===== src/hdl/eos_pkg.sv =====
// shared types, constants and sine coefficients for the encoder odometry block
// no dependencies
`default_nettype none

package eos_pkg;

   localparam int TRIG_BITS = 16;
   localparam int TRIG_W    = TRIG_BITS + 1;
   localparam int TRIG_CW   = $clog2(TRIG_W);

   localparam int DIV_BITS  = 24;
   localparam int DIV_CW    = $clog2(DIV_BITS);

   localparam logic [63:0] SIN_A30 = 64'd1686629713;
   localparam logic [63:0] SIN_B30 = 64'd688904866;
   localparam logic [63:0] SIN_C30 = 64'd76016977;

   localparam logic [63:0] SIN_A_FULL = (SIN_A30 + (64'd1 << (29 - TRIG_BITS))) >> (30 - TRIG_BITS);
   localparam logic [63:0] SIN_B_FULL = (SIN_B30 + (64'd1 << (29 - TRIG_BITS))) >> (30 - TRIG_BITS);
   localparam logic [63:0] SIN_C_FULL = (SIN_C30 + (64'd1 << (29 - TRIG_BITS))) >> (30 - TRIG_BITS);

   localparam logic [TRIG_W-1:0] SIN_A = SIN_A_FULL[TRIG_W-1:0];
   localparam logic [TRIG_W-1:0] SIN_B = SIN_B_FULL[TRIG_W-1:0];
   localparam logic [TRIG_W-1:0] SIN_C = SIN_C_FULL[TRIG_W-1:0];

   localparam logic [14:0] SIN_MAX = 15'd32767;

   localparam logic CSR_MM_PER_COUNT = 1'b0;
   localparam logic CSR_FILTER_KEEP  = 1'b1;

   typedef struct packed {
      logic [15:0] raw_count;
      logic [15:0] elapsed_us;
      logic [15:0] heading;
   } req_type;

   typedef struct packed {
      logic signed [47:0] position_count;
      logic signed [39:0] distance_mm;
      logic signed [23:0] speed_value;
      logic signed [39:0] pos_x_mm;
      logic signed [39:0] pos_y_mm;
      logic               time_error;
   } rsp_type;

   typedef struct packed {
      logic        busy;
      logic        neg;
      logic [14:0] mag;
   } trig_stat_type;

   typedef struct packed {
      logic                busy;
      logic [DIV_BITS-1:0] quo;
   } div_stat_type;

endpackage

`default_nettype wire


===== src/hdl/eos_trig.sv =====
// bit-serial sine unit: quarter-wave polynomial, one multiplier bit per cycle
// depends on eos_pkg
`default_nettype none

module eos_trig (
   input  wire logic                   clock,
   input  wire logic                   reset,
   input  wire logic                   start,
   input  wire logic [15:0]            angle,
   output eos_pkg::trig_stat_type      stat
);

   localparam logic [1:0] ST_IDLE = 2'd0;
   localparam logic [1:0] ST_MUL  = 2'd1;
   localparam logic [1:0] ST_FIN  = 2'd2;

   localparam int W = eos_pkg::TRIG_W;

   logic [1:0]                  state_ff;
   logic [1:0]                  step_ff;
   logic [eos_pkg::TRIG_CW-1:0] cnt_ff;
   logic [W-1:0]                a_ff;
   logic [W-1:0]                b_ff;
   logic [2*W-1:0]              acc_ff;
   logic [W-1:0]                z_ff;
   logic [W-1:0]                z2_ff;
   logic                        neg_ff;
   logic [14:0]                 mag_ff;

   logic [14:0]                      rr;
   logic [15+eos_pkg::TRIG_BITS-1:0] zwide;
   logic [W-1:0]                     z_in;
   logic [2*W-1:0]                   rnd;
   logic [W-1:0]                     res;
   logic [W+14:0]                    o_sum;
   logic [15:0]                      o_val;

   always_comb begin
      rr    = angle[14] ? (15'd16384 - {1'b0, angle[13:0]}) : {1'b0, angle[13:0]};
      zwide = {rr, {eos_pkg::TRIG_BITS{1'b0}}};
      z_in  = zwide[eos_pkg::TRIG_BITS+14:14];
      rnd   = acc_ff + ({{(2*W-1){1'b0}}, 1'b1} << (eos_pkg::TRIG_BITS - 1));
      res   = rnd[eos_pkg::TRIG_BITS+W-1:eos_pkg::TRIG_BITS];
      o_sum = {res, 15'd0} + ({{(W+14){1'b0}}, 1'b1} << (eos_pkg::TRIG_BITS - 1));
      o_val = o_sum[eos_pkg::TRIG_BITS+15:eos_pkg::TRIG_BITS];
   end

   always_ff @(posedge clock) begin
      if (reset) begin
         state_ff <= ST_IDLE;
         step_ff  <= 2'd0;
         cnt_ff   <= '0;
      end else begin
         case (state_ff)
            ST_IDLE: begin
               if (start) begin
                  a_ff     <= z_in;
                  b_ff     <= z_in;
                  z_ff     <= z_in;
                  neg_ff   <= angle[15];
                  acc_ff   <= '0;
                  cnt_ff   <= '0;
                  step_ff  <= 2'd0;
                  state_ff <= ST_MUL;
               end
            end
            ST_MUL: begin
               acc_ff <= {acc_ff[2*W-2:0], 1'b0} +
                         (b_ff[W-1] ? {{W{1'b0}}, a_ff} : {(2*W){1'b0}});
               b_ff   <= {b_ff[W-2:0], 1'b0};
               cnt_ff <= cnt_ff + 1'b1;
               if (cnt_ff == eos_pkg::TRIG_CW'(W - 1)) begin
                  state_ff <= ST_FIN;
               end
            end
            ST_FIN: begin
               acc_ff   <= '0;
               cnt_ff   <= '0;
               step_ff  <= step_ff + 2'd1;
               state_ff <= ST_MUL;
               case (step_ff)
                  2'd0: begin
                     z2_ff <= res;
                     a_ff  <= eos_pkg::SIN_C;
                     b_ff  <= res;
                  end
                  2'd1: begin
                     a_ff <= eos_pkg::SIN_B - res;
                     b_ff <= z2_ff;
                  end
                  2'd2: begin
                     a_ff <= eos_pkg::SIN_A - res;
                     b_ff <= z_ff;
                  end
                  default: begin
                     mag_ff   <= (o_val > {1'b0, eos_pkg::SIN_MAX}) ? eos_pkg::SIN_MAX
                                                                   : o_val[14:0];
                     state_ff <= ST_IDLE;
                  end
               endcase
            end
            default: begin
               state_ff <= ST_IDLE;
            end
         endcase
      end
   end

   assign stat.busy = (state_ff != ST_IDLE);
   assign stat.neg  = neg_ff;
   assign stat.mag  = mag_ff;

endmodule

`default_nettype wire


===== config.mk =====
export PLATFORM = sky130hd
export DESIGN_NAME = eos_trig
export DESIGN_NICKNAME = d
export VERILOG_FILES = /design/src/hdl/eos_pkg.sv /design/src/hdl/eos_trig.sv
export SDC_FILE = /design/constraint.sdc
export NUM_CORES = 1
export LEC_CHECK = 0
export BUFFER_PORTS_ARGS = -buffer_cell sky130_fd_sc_hd__buf_2
export CAP_MARGIN = 20
export CORE_ASPECT_RATIO = 1.1
export CORE_UTILIZATION = 44
export CTS_BUF_LIST = sky130_fd_sc_hd__clkbuf_2 sky130_fd_sc_hd__clkbuf_4 sky130_fd_sc_hd__clkbuf_8
export DETAILED_ROUTE_END_ITERATION = 10
export GPL_TIMING_DRIVEN = 0
export MAX_ROUTING_LAYER = met4
export PLACE_DENSITY = 0.62
export SYNTH_ARGS = -nofsm -noshare
export SYNTH_HDL_FRONTEND = slang
export SYNTH_SLANG_ARGS = --single-unit

===== constraint.sdc =====
create_clock -name clock -period 5.5 [get_ports clock]
set_input_delay 1.1 -clock clock [delete_from_list [all_inputs] [get_ports clock]]
set_output_delay 1.1 -clock clock [all_outputs]
set_load 0.01 [all_outputs]

Word level (Yosys, flattened, before mapping). Index checks and enable logic that the tools add are counted.

$add $sub $neg: 8. Multipliers: 0. Div/mod/pow operators: 0. Magnitude comparators: 1. Equality and inequality tests: 8. Shift operators: 0. Mux-type cells: 17. Bitwise gates (word level): 2. Reductions and logical operators: 15.

Operator list (count): case mux 17 bit (3 select lines) (3); case mux 33 bit (3 select lines) (1); 2-to-1 mux 17 bit (2); case mux 17 bit (2 select lines) (1); adder 33 x 16 -> 33 bit (second input constant) (1); adder 33 x 17 -> 33 bit (1); 2-to-1 mux 33 bit (1); adder 32 x 16 -> 32 bit (second input constant) (1); subtractor 16 x 17 -> 17 bit (first input constant) (1); subtractor 17 bit (first input constant) (1); greater-than comparator 16 x 15 -> 1 bit (second input constant) (1); 2-to-1 mux 15 bit (1); case mux 5 bit (3 select lines) (1); subtractor 15 x 14 -> 15 bit (first input constant) (1); AND reduction 3 bit (4); AND reduction 4 bit (2); 2-to-1 mux 2 bit (3); case mux 2 bit (3 select lines) (1); AND reduction 2 bit (3); adder 5 x 1 -> 5 bit (second input constant) (1); == test 5 bit (second input constant) (1); 2-to-1 mux 5 bit (1); == test 2 x 1 -> 1 bit (second input constant) (2); == test 2 bit (second input constant) (2); 10 further kinds (14).

Bits in registers: 124. Latch bits: 0. Memory bits (writable): 0. Bits in read-only memories: 0. Input port bits: 19. Output and inout port bits: 17. Memories kept: 0.

Logic depth before layout (Yosys ltp).
Depth in word-level cells: 4. Mapped depth: 12. Mapped depth without buffers: 11.

Least setup slack after synthesis. Ideal clock, no wire load.

Kind: input port to flip-flop. Start point: input port start. End point: register acc_ff[0] (enable). Library setup time: 0.423 ns. Data arrival time: 2.782 ns. Data required time: 5.077 ns. Path slack: 2.295 ns. Stages: 3. Buffers on the path: 0. Cell sequence: nand2b_1 nand2b_1 nor2_1.

Cells in the longest elaborated chain, start to end: 2.

RTL lines: start, declared (line eos_trig.sv:8) `input wire logic start,`; inequality test 2 bit (no line); AND reduction 3 bit (no line); end signal, assigned (line eos_trig.sv:68) `acc_ff <= {acc_ff[2*W-2:0], 1'b0} +`; end, declared (line eos_trig.sv:24) `logic [2*W-1:0] acc_ff;`.

Every way passes these cells. A chain may end at the register's enable or synchronous reset.

Worst setup path in the final report.
Start point: register b_ff[16]. End point: register acc_ff[29] (data pin).

Cells in the longest elaborated chain, start to end: 3.

RTL lines: start, declared (line eos_trig.sv:23) `logic [W-1:0] b_ff;`; start signal, assigned (line eos_trig.sv:58) `b_ff <= z_in;`; start signal, assigned (line eos_trig.sv:70) `b_ff <= {b_ff[W-2:0], 1'b0};`; start signal, assigned (line eos_trig.sv:85) `b_ff <= res;`; 2-to-1 mux 17 bit (line eos_trig.sv:69) `(b_ff[W-1] ? {{W{1'b0}}, a_ff} : {(2*W){1'b0}});`; adder 33 x 17 -> 33 bit (line eos_trig.sv:68); case mux 33 bit (3 select lines) (line eos_trig.sv:54) `case (state_ff)`.

Every way passes these cells.

==> impl_metrics.json <==
{
  "highest_layer": "met4",
  "p_sw_share_pct": 40.5,
  "wl_met3_mm": 1.08,
  "worst_pin_slew_ns": 0.912,
  "grt_pass1_wl_mm": 31.7,
  "critPathCaptureType": "register",
  "skew_ns": 0.0110,
  "antenna_found_initial": 0,
  "die_area_um2": 18500,
  "vias_per_cell": 5.70,
  "first_iter_violations": 611,
  "regArea_um2": 3630,
  "layout_commonest_cell": "edfxtp_1",
  "numCtsBuffers": 17,
  "cts_root_buf": "clkbuf_8",
  "cellLeakagePower_nw": 3.16,
  "die_y_um": 143,
  "multi_input_area_um2": 3980,
  "overflow": 0,
  "setup_violations": 0,
  "chipWidth_um": 130,
  "post-route-period-util_pct": 71.9,
  "relSlewSlack_pct": 39.2,
  "power_frac_comb_pct": 44.6,
  "worstSetupPathType": "register to register",
  "fin_nets": 894,
  "drive_gt1_share_pct": 12.7,
  "finalWorstSetupSlack_ns": 1.55,
  "fmax_mhz": 253,
  "area_growth_pct": 11.6,
  "drt_pass1_iterations": 5,
  "netlist_top_cells_area": "edfxtp_1 (44%), xnor2_1 (5.7%), ha_1 (4.8%)",
  "path_cells": "clkbuf_1, and2_1, ha_1, fa_1, a21oi_1, o2111ai_1, o41ai_1, nor2_1, o41ai_4, nor4_1, xor2_1, and2_1",
  "clock_path_buffers": 2,
  "cts_sinks": 124,
  "synthArstFlopShare_pct": 0,
  "cts_tree": "done",
  "clkTransAtPathRegs_ns": 0.07,
  "worst-path-buf-inv": 1,
  "num_rows": 51,
  "fin_util_pct": 50.0,
  "cts_setup_buffers": 0,
  "wl_met1_mm": 9.13,
  "port_buffers": 35,
  "io_pins": 36,
  "insertion_delay_ns": 0.46,
  "critPathArrivalTime_ns": 4.17,
  "required_ns": 5.72,
  "final_cell_mix": "edfxtp_1 (115), nor2_1 (74), nand2_1 (70)",
  "gr-usage-all-layers_pct": 23.7,
  "preCtsSetupSlack_ns": 1.51,
  "synth_seq_area_share_pct": 46.0,
  "crit_family": "compound AO/OA/AOI/OAI gates",
  "synth_top_cell_area_share_pct": 43.7,
  "clock_power_share_pct": 18.6,
  "grt_pass1_vias": 5817,
  "peakVddDrop_uv": 200,
  "cap_viol_max_count": 0,
  "ys_ff_latch": 124,
  "p_seq_share_pct": 36.8,
  "stdcell_count": 1095,
  "cts_hold_buffers": 0,
  "synthesis.area_um2": 7900,
  "initial_utilization_pct": 44.8,
  "fill_cells": 1668,
  "crit_top_cell": "and2_1",
  "routed_wl_mm": 20.2,
  "p_switching_w": 0.00158,
  "slowest_delay_ns": 0.54,
  "final-max-slew-violation-count": 0,
  "design.core.area_um2": 17600,
  "rsz0062_at_grt": "false",
  "vias": 6244,
  "grt_max_degree": 25,
  "finalCriticalPeriod_ns": 3.95,
  "h-tree-depth": 4,
  "synth_fp_nets": 835,
  "dp_hpwl_mm": 15.3,
  "route.met2.wl_mm": 9.48,
  "outcome": "finished clean",
  "ys.flop_type": "edfxtp_1",
  "n_antenna_cell": 0,
  "p_int_w": 0.00232,
  "slowest_stage": "o41ai_4",
  "power_density_nw_per_um2": 442,
  "synth_top_area_cell": "edfxtp_1",
  "hold_path_class": "register to register",
  "synth.avg_cell_area_um2": 10.1,
  "hold_viol": 0,
  "ant_nets": 0,
  "synth_edf_count": 115,
  "path_max_fanout": 10,
  "start_kind": "register",
  "gp_congestion": 0.924,
  "tns_ns": 0,
  "place_inst": 1063,
  "wl_per_cell_um": 18.4,
  "ys_types": 74,
  "synth_cells": 785,
  "power_w": 0.00389,
  "drcViolationCount": 0,
  "synth_warnings": 0,
  "cts.repair.resized": 0
}
[kinds of logic (layout without fill, tap and decap cells)]
logic type / Yosys count / after routing / synth area share, %
AO/OA/AOI/OAI: 182 / 182 / 16.2
XOR/XNOR: 75 / 75 / 8.84
adder cells (fa/ha/maj): 31 / 31 / 5.01
buffers and inverters: 73 / 145 / 3.93
flip-flops: 124 / 124 / 46.0
multiplexers: 6 / 6 / 0.776
AND/OR/NAND/NOR: 294 / 294 / 19.3
[flip-flops by register name, indices dropped and copies added, names as in the netlist]
register and count:
b_ff 17, mag_ff 15, z_ff 15, state_ff 2, acc_ff 33, cnt_ff 5, a_ff 17, neg_ff 1
step_ff 2, z2_ff 17
[stage by stage]
stage,hold slack [ns],instance area (µm²)
floorplan,0.462,7900
global placement,0.484,8370
detailed placement,0.497,8460
CTS,0.507,8810
global route,0.525,8810
finish,0.505,8810
[metal layers]
| layer | track usage (%) | vias up |
|---|---|---|
| li1 | - | 3032 |
| met1 | 31.0 | 2983 |
| met2 | 36.8 | 204 |
| met3 | 4.14 | 25 |
| met4 | 8.87 | 0 |
| met5 | - | - |
[final timing paths]
check	startpoint	end	slack [ns]	cells after the start
max	b_ff[16]	acc_ff[29]	1.55	12
min	cnt_ff[1]	cnt_ff[1]	0.50	2
max reg2reg	b_ff[16]	acc_ff[29]	1.55	12
min reg2reg	cnt_ff[1]	cnt_ff[1]	0.50	2
[cell type report]
cell class	instances	share of cell area, %
plain buffers	43	2.24
clock buffers	18	2.74
clock inverters	14	1.19
inverters	30	1.28
multi-input cells	588	45.2
flip-flops and latches	124	41.2
well taps	238	3.38
repair buffers	40	2.73
[cell usage after synthesis, types with 5 or more instances]
library cell	count
or3_1	9
xnor2_1	51
edfxtp_1	115
inv_1	24
o41ai_1	5
nand4_1	14
buf_4	6
nor4_1	9
mux2i_1	5
a22oi_1	8
o21ai_0	30
buf_2	5
o31ai_1	7
nor2_1	76
clkbuf_1	28
ha_1	30
a221oi_1	27
dfxtp_1	9
nor3_1	17
a21o_1	9
xor2_1	20
a21oi_1	43
and3_1	7
o21a_1	6
nand2_1	70
and2_1	38
a21boi_0	7
nand3_1	16
a31oi_1	8
nand2b_1	11
[worst reg2reg max path, delay by kind of cell, from the launching register on]
family,cells,cell delay [ns]
xor gates and xnor gates,1,0.17
and+or+nand+nor,4,0.70
adders and majority gates,2,0.63
buffers and inverters,1,0.22
AOI/OAI and AO/OA,4,1.50
DFF,1,0.50
[power groups by stage]
stage | Combinational [W] | Sequential (W) | Clock [W]
final | 0.00174 | 0.00143 | 0.000723
after global routing | 0.00192 | 0.00146 | 0.000770
after CTS | 0.00173 | 0.00143 | 0.000737
after detailed placement | 0.00172 | 0.00145 | 0
after global placement | 0.00168 | 0.00146 | 0
after floorplan | 0.00126 | 0.00142 | 0
Power figures use the tool's default switching activity.
