===== src/hdl/eos_pkg.sv =====
// shared types, constants and sine coefficients for the encoder odometry block
// no dependencies
`default_nettype none

package eos_pkg;

   localparam int TRIG_BITS = 16;
   localparam int TRIG_W    = TRIG_BITS + 1;
   localparam int TRIG_CW   = $clog2(TRIG_W);

   localparam int DIV_BITS  = 24;
   localparam int DIV_CW    = $clog2(DIV_BITS);

   localparam logic [63:0] SIN_A30 = 64'd1686629713;
   localparam logic [63:0] SIN_B30 = 64'd688904866;
   localparam logic [63:0] SIN_C30 = 64'd76016977;

   localparam logic [63:0] SIN_A_FULL = (SIN_A30 + (64'd1 << (29 - TRIG_BITS))) >> (30 - TRIG_BITS);
   localparam logic [63:0] SIN_B_FULL = (SIN_B30 + (64'd1 << (29 - TRIG_BITS))) >> (30 - TRIG_BITS);
   localparam logic [63:0] SIN_C_FULL = (SIN_C30 + (64'd1 << (29 - TRIG_BITS))) >> (30 - TRIG_BITS);

   localparam logic [TRIG_W-1:0] SIN_A = SIN_A_FULL[TRIG_W-1:0];
   localparam logic [TRIG_W-1:0] SIN_B = SIN_B_FULL[TRIG_W-1:0];
   localparam logic [TRIG_W-1:0] SIN_C = SIN_C_FULL[TRIG_W-1:0];

   localparam logic [14:0] SIN_MAX = 15'd32767;

   localparam logic CSR_MM_PER_COUNT = 1'b0;
   localparam logic CSR_FILTER_KEEP  = 1'b1;

   typedef struct packed {
      logic [15:0] raw_count;
      logic [15:0] elapsed_us;
      logic [15:0] heading;
   } req_type;

   typedef struct packed {
      logic signed [47:0] position_count;
      logic signed [39:0] distance_mm;
      logic signed [23:0] speed_value;
      logic signed [39:0] pos_x_mm;
      logic signed [39:0] pos_y_mm;
      logic               time_error;
   } rsp_type;

   typedef struct packed {
      logic        busy;
      logic        neg;
      logic [14:0] mag;
   } trig_stat_type;

   typedef struct packed {
      logic                busy;
      logic [DIV_BITS-1:0] quo;
   } div_stat_type;

endpackage

`default_nettype wire


===== src/hdl/eos_div.sv =====
// restoring divider, one quotient bit per cycle, remainder as wide as the divisor
// depends on eos_pkg
`default_nettype none

module eos_div (
   input  wire logic                         clock,
   input  wire logic                         reset,
   input  wire logic                         start,
   input  wire logic [15:0]                  num_hi,
   input  wire logic [eos_pkg::DIV_BITS-1:0] num_lo,
   input  wire logic [15:0]                  den,
   output eos_pkg::div_stat_type             stat
);

   logic                         busy_ff;
   logic [eos_pkg::DIV_CW-1:0]   cnt_ff;
   logic [15:0]                  rem_ff;
   logic [eos_pkg::DIV_BITS-1:0] lo_ff;
   logic [eos_pkg::DIV_BITS-1:0] quo_ff;
   logic [15:0]                  den_ff;

   logic [16:0] trial;
   logic [16:0] diff;
   logic        fits;

   always_comb begin
      trial = {rem_ff, lo_ff[eos_pkg::DIV_BITS-1]};
      diff  = trial - {1'b0, den_ff};
      fits  = (trial >= {1'b0, den_ff});
   end

   always_ff @(posedge clock) begin
      if (reset) begin
         busy_ff <= 1'b0;
         cnt_ff  <= '0;
      end else if (start) begin
         busy_ff <= 1'b1;
         cnt_ff  <= '0;
         rem_ff  <= num_hi;
         lo_ff   <= num_lo;
         den_ff  <= den;
         quo_ff  <= '0;
      end else if (busy_ff) begin
         rem_ff <= fits ? diff[15:0] : trial[15:0];
         quo_ff <= {quo_ff[eos_pkg::DIV_BITS-2:0], fits};
         lo_ff  <= {lo_ff[eos_pkg::DIV_BITS-2:0], 1'b0};
         cnt_ff <= cnt_ff + 1'b1;
         if (cnt_ff == eos_pkg::DIV_CW'(eos_pkg::DIV_BITS - 1)) begin
            busy_ff <= 1'b0;
         end
      end
   end

   assign stat.busy = busy_ff;
   assign stat.quo  = quo_ff;

endmodule

`default_nettype wire

===== config.mk =====
export PLATFORM = sky130hd
export DESIGN_NAME = eos_div
export DESIGN_NICKNAME = d
export VERILOG_FILES = /design/src/hdl/eos_pkg.sv /design/src/hdl/eos_div.sv
export SDC_FILE = /design/constraint.sdc
export NUM_CORES = 1
export LEC_CHECK = 0
export BUFFER_PORTS_ARGS = -buffer_cell sky130_fd_sc_hd__clkbuf_2
export CAP_MARGIN = 20
export CORE_ASPECT_RATIO = 2
export CORE_MARGIN = 2
export CORE_UTILIZATION = 44
export DETAILED_ROUTE_END_ITERATION = 10
export PLACE_DENSITY_LB_ADDON = 0.08
export SLEW_MARGIN = 20
export SYNTH_ARGS = -nofsm -noshare
export SYNTH_HDL_FRONTEND = slang
export SYNTH_SLANG_ARGS = --single-unit

===== constraint.sdc =====
create_clock -name clock -period 10.1 [get_ports clock]
set_clock_uncertainty 0.05 [all_clocks]
set_input_delay 2.02 -clock clock [delete_from_list [all_inputs] [get_ports clock]]
set_output_delay 2.02 -clock clock [all_outputs]
set_load 0.02 [all_outputs]

### Word-level counts from Yosys, hierarchy flattened

Index checks and enable logic that the tools add are counted.

| word-level totals | value |
|---|---|
| output and inout port bits | 25 |
| word-level logic and storage cells | 24 |
| register bits | 86 |

| operators by class | value |
|---|---|
| add/sub/neg operators | 2 |
| order comparisons | 1 |
| equality and inequality tests | 1 |
| bitwise operators | 1 |
| muxes and demuxes | 9 |
| reductions and logical operators | 4 |

Operators by type and width:

| kind | number |
|---|---|
| 2-to-1 mux 24 bit | 3 |
| 2-to-1 mux 16 bit | 3 |
| greater-or-equal comparator 17 x 16 -> 1 bit | 1 |
| subtractor 16 bit | 1 |
| adder 5 x 1 -> 5 bit (second input constant) | 1 |
| == test 5 bit (second input constant) | 1 |
| AND reduction 2 bit | 2 |
| 2-to-1 mux 1 bit | 3 |
| nonzero test 2 bit | 1 |
| OR reduction 2 bit | 1 |
| NOT 1 bit | 1 |

### Depth between registers and ports, before layout

Gate-level depths: netlist (run 1).

| depth | value |
|---|---|
| word-level depth | 4 |
| mapped depth | 10 |
| gate-level depth less buffers | 10 |

### Worst setup path before layout (run 1)

No wires, ideal clock.

| timing path | value |
|---|---|
| path kind | in2reg |
| start point | in start |
| end point | reg lo_ff[0] (netlist name) (enable) |
| stages | 3 |
| data arrival time | 5.053 ns |
| setup time | 0.488 ns |
| buffers on the path | 1 |
| required time | 9.562 ns |
| slack | 4.509 ns |
| cells stage by stage | clkbuf_1 nor2_1 nor2_1 |

| between the ends | value |
|---|---|
| word-level cells in the longest chain between the ends | 2 |

RTL lines:

| element | RTL line | text |
|---|---|---|
| start, declared | eos_div.sv:8 | `input wire logic start,` |
| nonzero test 2 bit (no line) | - |  |
| AND reduction 2 bit (no line) | - |  |
| end signal, assigned | eos_div.sv:40 | `lo_ff <= num_lo;` |
| end signal, assigned | eos_div.sv:46 | `lo_ff <= {lo_ff[eos_pkg::DIV_BITS-2:0], 1'b0};` |
| end, declared | eos_div.sv:18 | `logic [eos_pkg::DIV_BITS-1:0] lo_ff;` |

Every way passes these cells.
A chain may end at the register's enable or synchronous reset.

### Worst setup path after layout (run 1)

| timing path | value |
|---|---|
| start point | in start |
| end point | reg den_ff[9] (enable) |

| between the ends | value |
|---|---|
| word-level cells in the longest chain between the ends | 1 |

RTL lines:

| element | RTL line | text |
|---|---|---|
| AND reduction 2 bit (no line) | - |  |
| end signal, assigned | eos_div.sv:41 | `den_ff <= den;` |
| end, declared | eos_div.sv:20 | `logic [15:0] den_ff;` |

Every way passes these cells.

==> run_results.csv, run 1 <==
group,metric,value,unit
place,dpl_cell_area,5010,um^2
logic_synthesis,synthSimpleGateAreaFrac,0.131,
finish,n_antenna_cell,0,
logic_synthesis,postSynth.asyncResetShare,0,
place,pre_cts_slack,5.44,ns
timing,worst_pin_slew,0.978,ns
global_routing,grt.total_usage,0.194,
finish,final_common_cell,"clkbuf_2",
critical_path,worstRegToRegCells,7,
clock_network,cts_tree,"built",
critical_path,crit_type,"in -> reg",
floorplan,num_io_pins,84,
timing,final_hold_viol_count,0,
global_routing,grt_max_degree,69,
clock_network,clock-sinks,86,
power_and_ir_drop,clockPowerShare,0.342,
worst_hold_path,min_path_cells,2,
finish,area_growth_syn_to_layout,18.1,%
global_routing,grt_pass1_vias,3396,
logic_synthesis,synthMuxAreaShare,0.0622,
floorplan,die-area,11100,um^2
timing,finalCritPeriodShare,0.420,
timing,finalSetupTns,0,ns
power_and_ir_drop,leakage,0.00210,uW
power_and_ir_drop,p_seq_frac,0.454,
finish,finish.instance_area,5300,um^2
power_and_ir_drop,ir_worst_vdd,0.000158,V
power_and_ir_drop,p_sw,255,uW
timing,max_freq,236,MHz
worst_hold_path,hold_class,"reg -> reg",
finish,instances_no_fill,594,
clock_network,ctsResizeCount,0,
drt,drtAntennaViolNets,0,
drt,routedWlPerCell,16.8,um
timing,rsz0062_at_grt,"no",
logic_synthesis,synth_xor_area_frac,0.0254,
clock_network,htreeDepth,3,
place,port_buffers,83,
logic_synthesis,syn_nets,455,
critical_path,startpoint_type,"input pin",
floorplan,die_w,75.4,um
global_routing,grt_remaining_overflow,0,
floorplan,start_util,0.448,
clock_network,clk_pin_slew,0.06,ns
status,outcome,"finished, final reports clean",
floorplan,num_rows,52,
logic_synthesis,ys_seq_elements,86,
timing,finalSetupViolCount,0,
timing,period_minus_slack,4.24,ns
logic_synthesis,synth_top_flop_cell,"edfxtp_1",
run,drv_cap,0,
drt,firstDrtPassIters,4,
critical_path,worstPathMaxFanout,68,
clock_network,post_cts_buffers,0,
global_routing,grt_pass1_wl,16.2,mm
logic_synthesis,synthAdderAreaFrac,0.0519,
place,dp_cells,578,
finish,nets,531,
logic_synthesis,synth_top_family_by_area,"simple AND/OR/NAND/NOR gates",
clock_network,cts_root_buf,"clkbuf_16",
clock_network,clockBufferDepth,2,
power_and_ir_drop,netSwitchingFraction,0.268,
logic_synthesis,netlist_instances,378,
clock_network,cts_buffers,9,
logic_synthesis,synth_area,4490,um^2
clock_network,insertion_delay,0.33,ns
logic_synthesis,synth-compound-area-share,0.128,
finish,final_cell_mix,"clkbuf_2 (83), edfxtp_1 (80), nor2b_1 (26)",
place,dp_hpwl,7.29,mm
drt,drc,0,
global_routing,antenna_found_initial,0,
drt,via_per_inst,5.44,
clock_network,cts_hold_buf,0,
timing,layout_setup_ws,5.86,ns
floorplan,chipHeight,147,um
power_and_ir_drop,intPower,697,uW
finish,drive_gt1_frac,0.283,
logic_synthesis,synth-edff-count,80,
floorplan,coreArea,10000,um^2
timing,slew_violations,0,
timing,max_slew_margin,0.348,
logic_synthesis,ys_warn_count,0,
timing,timing.hold.ws,0.490,ns
logic_synthesis,ys_types,50,
power_and_ir_drop,p_per_area,180,nW/um^2
critical_path,required,10.01,ns
drt,vias,3232,
critical_path,end_kind,"register",
drt,drtIter0Drc,139,
logic_synthesis,syn_avg_cell_area,11.9,um^2
logic_synthesis,seq_area_frac_synth,0.562,
place,place_congestion,0.826,
critical_path,critPathArrivalTime,4.15,ns
drt,wirelength,9.99,mm
power_and_ir_drop,p_comb_frac,0.203,
worst max-delay path, stage by stage:
cell      delay [ns]
clkbuf_2        0.07
buf_4           0.57
inv_1           0.56
nor2_2          0.91
power groups by stage:
stage          clock network, uW  logic (uW)  registers (uW)
2_1_floorplan                  0         137             445
3_3_place_gp                   0         193             440
3_5_place_dp                   0         194             440
4_1_cts                      334         196             433
5_1_grt                      345         215             436
6_report                     326         194             433
kinds of logic after synthesis:
kind of cell | count (synthesis)
AO/OA/AOI/OAI | 80
XOR/XNOR | 13
adder cells (fa/ha/maj) | 18
buffers and inverters | 43
flip-flops | 86
multiplexers | 25
AND/OR/NAND/NOR | 113
flip-flops by register name (all words and copies together) (netlist names):
register / flops
busy_ff: 1
cnt_ff: 5
lo_ff: 24
rem_ff: 16
den_ff: 16
quo_ff: 24
final timing paths:
| check | slack (ns) | to | startpoint |
|---|---|---|---|
| setup / recovery | 5.86 | den_ff[9] | start |
| hold reg to reg | 0.49 | busy_ff | cnt_ff[4] |
| setup reg to reg | 6.89 | rem_ff[5] | rem_ff[0] |
| hold / removal | 0.49 | busy_ff | cnt_ff[4] |
metrics by stage:
stage | util | total power [uW]
after floorplan | - | 581
after global placement | 0.500 | 634
after detailed placement | 0.500 | 635
after CTS | 0.529 | 963
after global routing | 0.529 | 996
final | 0.529 | 953
routing by layer:
metal / vias up / GRT usage / part of all wire
met5: - / 0 / 0
met4: 0 / 0.0904 / 0.032
met3: 22 / 0.0425 / 0.048
met2: 81 / 0.342 / 0.55
met1: 1555 / 0.212 / 0.37
li1: 1574 / - / -
cell usage after synthesis (7+ instances only):
cell type	n	area, um^2
edfxtp_1	80	2400
nor2b_1	26	163
inv_1	23	86.3
mux2_2	23	259
nor2_1	20	75.1
nand2_1	19	71.3
ha_1	17	213
o21ai_0	14	70.1
clkbuf_1	13	48.8
nand3_1	13	65.1
a31oi_1	11	68.8
nor3_1	11	55.1
a21o_1	10	75.1
a21oi_1	10	50.1
nand4_1	8	50.1
o211ai_1	7	52.6
xor2_1	7	61.3
layout make-up:
type                    count  area, um^2
fillers                   976        4720
clock inverters             4        46.3
clock buffers              12         246
repair buffers             85         430
flip-flops and latches     86        2520
multi-input cells         249        1800
well taps                 135         169
inverters                  23        86.3
No activity file was read; power rests on OpenSTA's default activity.
==> run 2: changes to the inputs <==
Clock period 10.1 ns to 4.4 ns, I/O delays scaled along.
==> run_results.csv, run 2 (synthesis gave the netlist of run 1 again) <==
group,metric,value,unit
timing,max_freq,312,MHz
critical_path,crit_path_cell_trace,"ha_1 > nor2b_1 > o2111ai_1 > a31oi_1 > a211oi_2 > nor2_1 > o311ai_0",
timing,slew_violations,0,
global_routing,grt_pass1_vias,3405,
critical_path,critPathArrivalTime,3.29,ns
place,place_congestion,0.856,
drt,drtAntennaViolNets,0,
floorplan,die_w,75.4,um
global_routing,grt_remaining_overflow,0,
global_routing,grtUsageMet3,0.0370,
drt,drtIter0Drc,162,
timing,rsz0062_at_grt,"no",
place,dp_hpwl,7.30,mm
status,outcome,"finished, final reports clean",
clock_network,cts_tree,"built",
drt,routedWlPerCell,16.9,um
floorplan,start_util,0.448,
critical_path,critPathCapture,"rem_ff[5]",
drt,via_per_inst,5.48,
power_and_ir_drop,leakage,0.00211,uW
floorplan,coreArea,10000,um^2
critical_path,end_kind,"register",
global_routing,grt_pass1_wl,16.3,mm
timing,final_hold_viol_count,0,
critical_path,max_stage_delay,0.90,ns
finish,num-fill-cells,967,
finish,n_antenna_cell,0,
critical_path,worstRegToRegCells,7,
power_and_ir_drop,p_total,2200,uW
place,port_buffers,83,
global_routing,antenna_found_initial,0,
critical_path,critical-path-slowest-cell,"a211oi_2",
global_routing,grt_max_degree,66,
floorplan,num_io_pins,84,
critical_path,worstPathMaxFanout,14,
place,pre_cts_slack,1.21,ns
clock_network,cts_buffers,9,
timing,finalCritPeriodShare,0.727,
timing,finalSetupViolCount,0,
clock_network,clockBufferDepth,2,
finish,final_common_cell,"clkbuf_2",
clock_network,cts_hold_buf,0,
finish,reg.largest.list,"lo_ff x24, quo_ff x24",
timing,max_slew_margin,0.341,
clock_network,ctsResizeCount,0,
global_routing,met1_usage,0.228,
finish,instances_no_fill,595,
clock_network,htreeDepth,3,
power_and_ir_drop,p_per_area,414,nW/um^2
clock_network,post_cts_buffers,0,
run,drv_cap,0,
power_and_ir_drop,ir_worst_vdd,0.000278,V
worst_hold_path,hold_class,"reg -> reg",
drt,firstDrtPassIters,4,
place,dp_cells,579,
floorplan,num_rows,52,
finish,final_cell_mix,"clkbuf_2 (83), edfxtp_1 (80), nor2b_1 (26)",
floorplan,die-area,11100,um^2
timing,finalSetupTns,0,ns
timing,worst_pin_slew,0.987,ns
global_routing,grt_busiest_layer,"met2",
finish,drive_gt1_frac,0.289,
critical_path,r2r_slack,1.20,ns
clock_network,clk_pin_slew,0.06,ns
clock_network,clock-sinks,86,
critical_path,crit_path_start,"rem_ff[0]",
critical_path,crit_type,"reg -> reg",
clock_network,cts_root_buf,"clkbuf_16",
drt,vias,3262,
critical_path,required,4.49,ns
finish,nets,532,
floorplan,chipHeight,147,um
global_routing,grt.total_usage,0.193,
timing,period_minus_slack,3.20,ns
finish,area_growth_syn_to_layout,18.4,%
critical_path,r2r-start,"rem_ff[0]",
drt,drc,0,
critical_path,startpoint_type,"register",
drt,wirelength,10.1,mm
timing,layout_setup_ws,1.20,ns
clock_network,insertion_delay,0.33,ns
timing,timing.hold.ws,0.498,ns
global_routing,gr-usage-met2,0.330,
critical_path,timing.rr.end,"rem_ff[5]",
run 2: changes by cell type in the layout (fill, tap and decap cells not counted), sizes merged:
cell	previous run	this run
buf	2	3
clkinv	2	3
clkinvlp	1	3
clkbuf	95	92
run 2: worst min-delay path by stage:
stage                 to  cells past startpoint  startpoint
5_1_grt        lo_ff[23]                      1   lo_ff[22]
6_report        lo_ff[4]                      1    lo_ff[3]
4_1_cts        lo_ff[23]                      1   lo_ff[22]
3_5_place_dp   lo_ff[22]                      1   lo_ff[21]
2_1_floorplan    busy_ff                      2   cnt_ff[4]
3_3_place_gp     busy_ff                      2   cnt_ff[4]
run 2: metrics by stage:
step | utilization | instance area (um^2)
floorplan | - | 4490
global placement | 0.500 | 5010
detailed placement | 0.500 | 5010
CTS | 0.530 | 5310
global route | 0.530 | 5310
finish | 0.530 | 5310
run 2: where the power goes:
group / internal [uW] / total (uW) / switching (uW)
Sequential: 968 / 992 / 24.1
Clock: 441 / 754 / 314
Combinational: 181 / 451 / 270
run 2: worst max-delay path, delay by kind of cell (launching register included):
kind,cells,cell delay [ns]
AO/OA/AOI/OAI,4,1.76
AND/OR/NAND/NOR,2,0.44
flip-flops,1,0.44
adder cells (fa/ha/maj),1,0.33
run 2: final cells by class:
cell class	count	area [um^2]	share of cell area
Clock inverter	7	75.1	0.0141
Inverter	23	86.3	0.0163
Multi-Input combinational cell	249	1800	0.338
Timing Repair Buffer	86	438	0.0825
Clock buffer	9	225	0.0424
Tap cell	135	169	0.0318
Sequential cell	86	2520	0.475
run 2: metal layers:
metal / share of wire / up-vias
met5: 0 / -
met4: 0.014 / 0
met3: 0.039 / 10
met2: 0.57 / 80
met1: 0.37 / 1605
li1: - / 1567
==> run 3: changes to the inputs <==
Clock period 4.4 ns to 2.9 ns, I/O delays scaled along.
==> run_results.csv, run 3 (synthesis gave the netlist of run 1 again) <==
group,metric,value,unit
status,outcome,"finished, final reports clean",
worst_hold_path,min_path_cells,1,
floorplan,num_rows,52,
critical_path,max_stage_delay,0.41,ns
power_and_ir_drop,intPower,2460,uW
clock_network,htreeDepth,3,
critical_path,critical-path-slowest-cell,"fa_1",
critical_path,crit_path_cell_trace,"inv_1 > ha_1 > inv_1 > fa_1 > a21o_1 > a221oi_4 > o21ba_2 > nor3_1 > nor3b_1 > o211ai_1",
finish,drive_gt1_frac,0.302,
critical_path,critPathArrivalTime,2.75,ns
critical_path,required,2.92,ns
finish,num-fill-cells,947,
timing,finalSetupTns,0,ns
timing,final_hold_viol_count,0,
clock_network,cts_tree,"built",
power_and_ir_drop,p_total,3370,uW
timing,finalCritPeriodShare,0.940,
critical_path,timing.rr.end,"rem_ff[14]",
clock_network,insertion_delay,0.34,ns
finish,finish.instance_area,5400,um^2
clock_network,cts_hold_buf,0,
timing,max_freq,367,MHz
timing,rsz0062_at_grt,"no",
power_and_ir_drop,netSwitchingFraction,0.271,
floorplan,num_io_pins,84,
place,port_buffers,83,
drt,wirelength,10.1,mm
power_and_ir_drop,leakage,0.00216,uW
drt,drtIter0Drc,162,
timing,layout_setup_ws,0.173,ns
global_routing,grt_pass1_wl,16.4,mm
floorplan,die_w,75.4,um
power_and_ir_drop,p_per_area,625,nW/um^2
critical_path,crit_type,"reg -> reg",
run,drv_cap,0,
power_and_ir_drop,ir_worst_vdd,0.000442,V
critical_path,worstRegToRegCells,10,
floorplan,chipHeight,147,um
global_routing,grt_max_degree,39,
place,pre_cts_slack,0.0976,ns
clock_network,clk_pin_slew,0.06,ns
global_routing,grt_pass1_vias,3420,
place,dp_hpwl,7.55,mm
critical_path,timing.critical_path.buf_inv,2,
worst_hold_path,hold_path_end,"den_ff[5]",
drt,drc,0,
finish,reg.largest.list,"lo_ff x24, quo_ff x24",
finish,multiInputGateArea,1810,um^2
power_and_ir_drop,p_comb_frac,0.213,
drt,via_per_inst,5.43,
global_routing,grt.total_usage,0.197,
power_and_ir_drop,p_sw,915,uW
worst_hold_path,min-delay-start,"den[5]",
critical_path,r2r_slack,0.17,ns
place,place_congestion,0.842,
floorplan,start_util,0.448,
timing,max_slew_margin,0.671,
floorplan,coreArea,10000,um^2
timing,worst_pin_slew,0.481,ns
finish,nets,542,
critical_path,end_kind,"register",
critical_path,r2r-start,"lo_ff[23]",
critical_path,path_common_cell,"inv_1",
finish,final_cell_mix,"clkbuf_2 (83), edfxtp_1 (80), nor2b_1 (26)",
critical_path,cp_top_family,"compound AO/OA/AOI/OAI gates",
global_routing,antenna_found_initial,0,
finish,area_growth_syn_to_layout,20.4,%
power_and_ir_drop,clockPowerShare,0.340,
clock_network,post_cts_buffers,0,
global_routing,grt_remaining_overflow,0,
drt,firstDrtPassIters,4,
finish,regArea,2520,um^2
finish,n_antenna_cell,0,
floorplan,die-area,11100,um^2
finish,final_common_cell,"clkbuf_2",
clock_network,clock-sinks,86,
drt,drtAntennaViolNets,0,
drt,vias,3287,
worst_hold_path,hold_class,"in -> reg",
critical_path,worstPathMaxFanout,5,
timing,slew_violations,0,
clock_network,clockBufferDepth,2,
place,dpl_cell_area,5090,um^2
critical_path,startpoint_type,"register",
power_and_ir_drop,p_seq_frac,0.447,
timing,period_minus_slack,2.73,ns
clock_network,cts_root_buf,"clkbuf_16",
drt,routedWlPerCell,16.8,um
timing,finalSetupViolCount,0,
clock_network,cts_buffers,9,
## run 3: how the worst max path moves through the flow
stage | start | to | slack (ns) | depth (start not counted)
6_report | lo_ff[23] | rem_ff[14] | 0.17 | 10
3_5_place_dp | lo_ff[23] | rem_ff[14] | 0.1 | 10
5_1_grt | rem_ff[4] | rem_ff[15] | 0.06 | 7
4_1_cts | rem_ff[0] | rem_ff[15] | 0.09 | 7
3_3_place_gp | lo_ff[23] | rem_ff[14] | 0.15 | 10
2_1_floorplan | lo_ff[23] | rem_ff[14] | 0.48 | 10
## run 3: what timing repair did
action / in CTS / in global routing
setup endpoints to repair: 0 / 11
gates resized for setup: 0 / 3
hold endpoints to repair: 0 / 0
## run 3: cell type report
type	count	share of cell area
Clock buffer	13	0.0463
Clock inverter	3	0.00811
Inverter	23	0.0160
Multi-Input combinational cell	249	0.336
Sequential cell	86	0.467
Tap cell	135	0.0313
Timing Repair Buffer	96	0.0950
## run 3: power by group through the flow
stage / Combinational (uW) / Sequential (uW) / Clock [uW]
after detailed placement: 706 / 1530 / 0
after floorplan: 477 / 1540 / 0
final: 718 / 1510 / 1150
after CTS: 710 / 1510 / 1180
after global routing: 788 / 1520 / 1230
after global placement: 700 / 1530 / 0
## run 3: metrics by stage
| stage | cells | utilization | hold slack (ns) |
|---|---|---|---|
| 6_report | 605 | 0.539 | 0.363 |
| 4_1_cts | 605 | 0.537 | 0.354 |
| 3_3_place_gp | 589 | 0.508 | 0.461 |
| 2_1_floorplan | 378 | - | 0.452 |
| 5_1_grt | 605 | 0.539 | 0.351 |
| 3_5_place_dp | 589 | 0.508 | 0.471 |
## run 3: per-layer routing
metal	track usage	share of wire	up-vias
li1	-	-	1593
met1	0.223	0.37	1558
met3	0.0494	0.049	30
met2	0.333	0.54	106
met4	0.100	0.044	0
met5	0	0	-
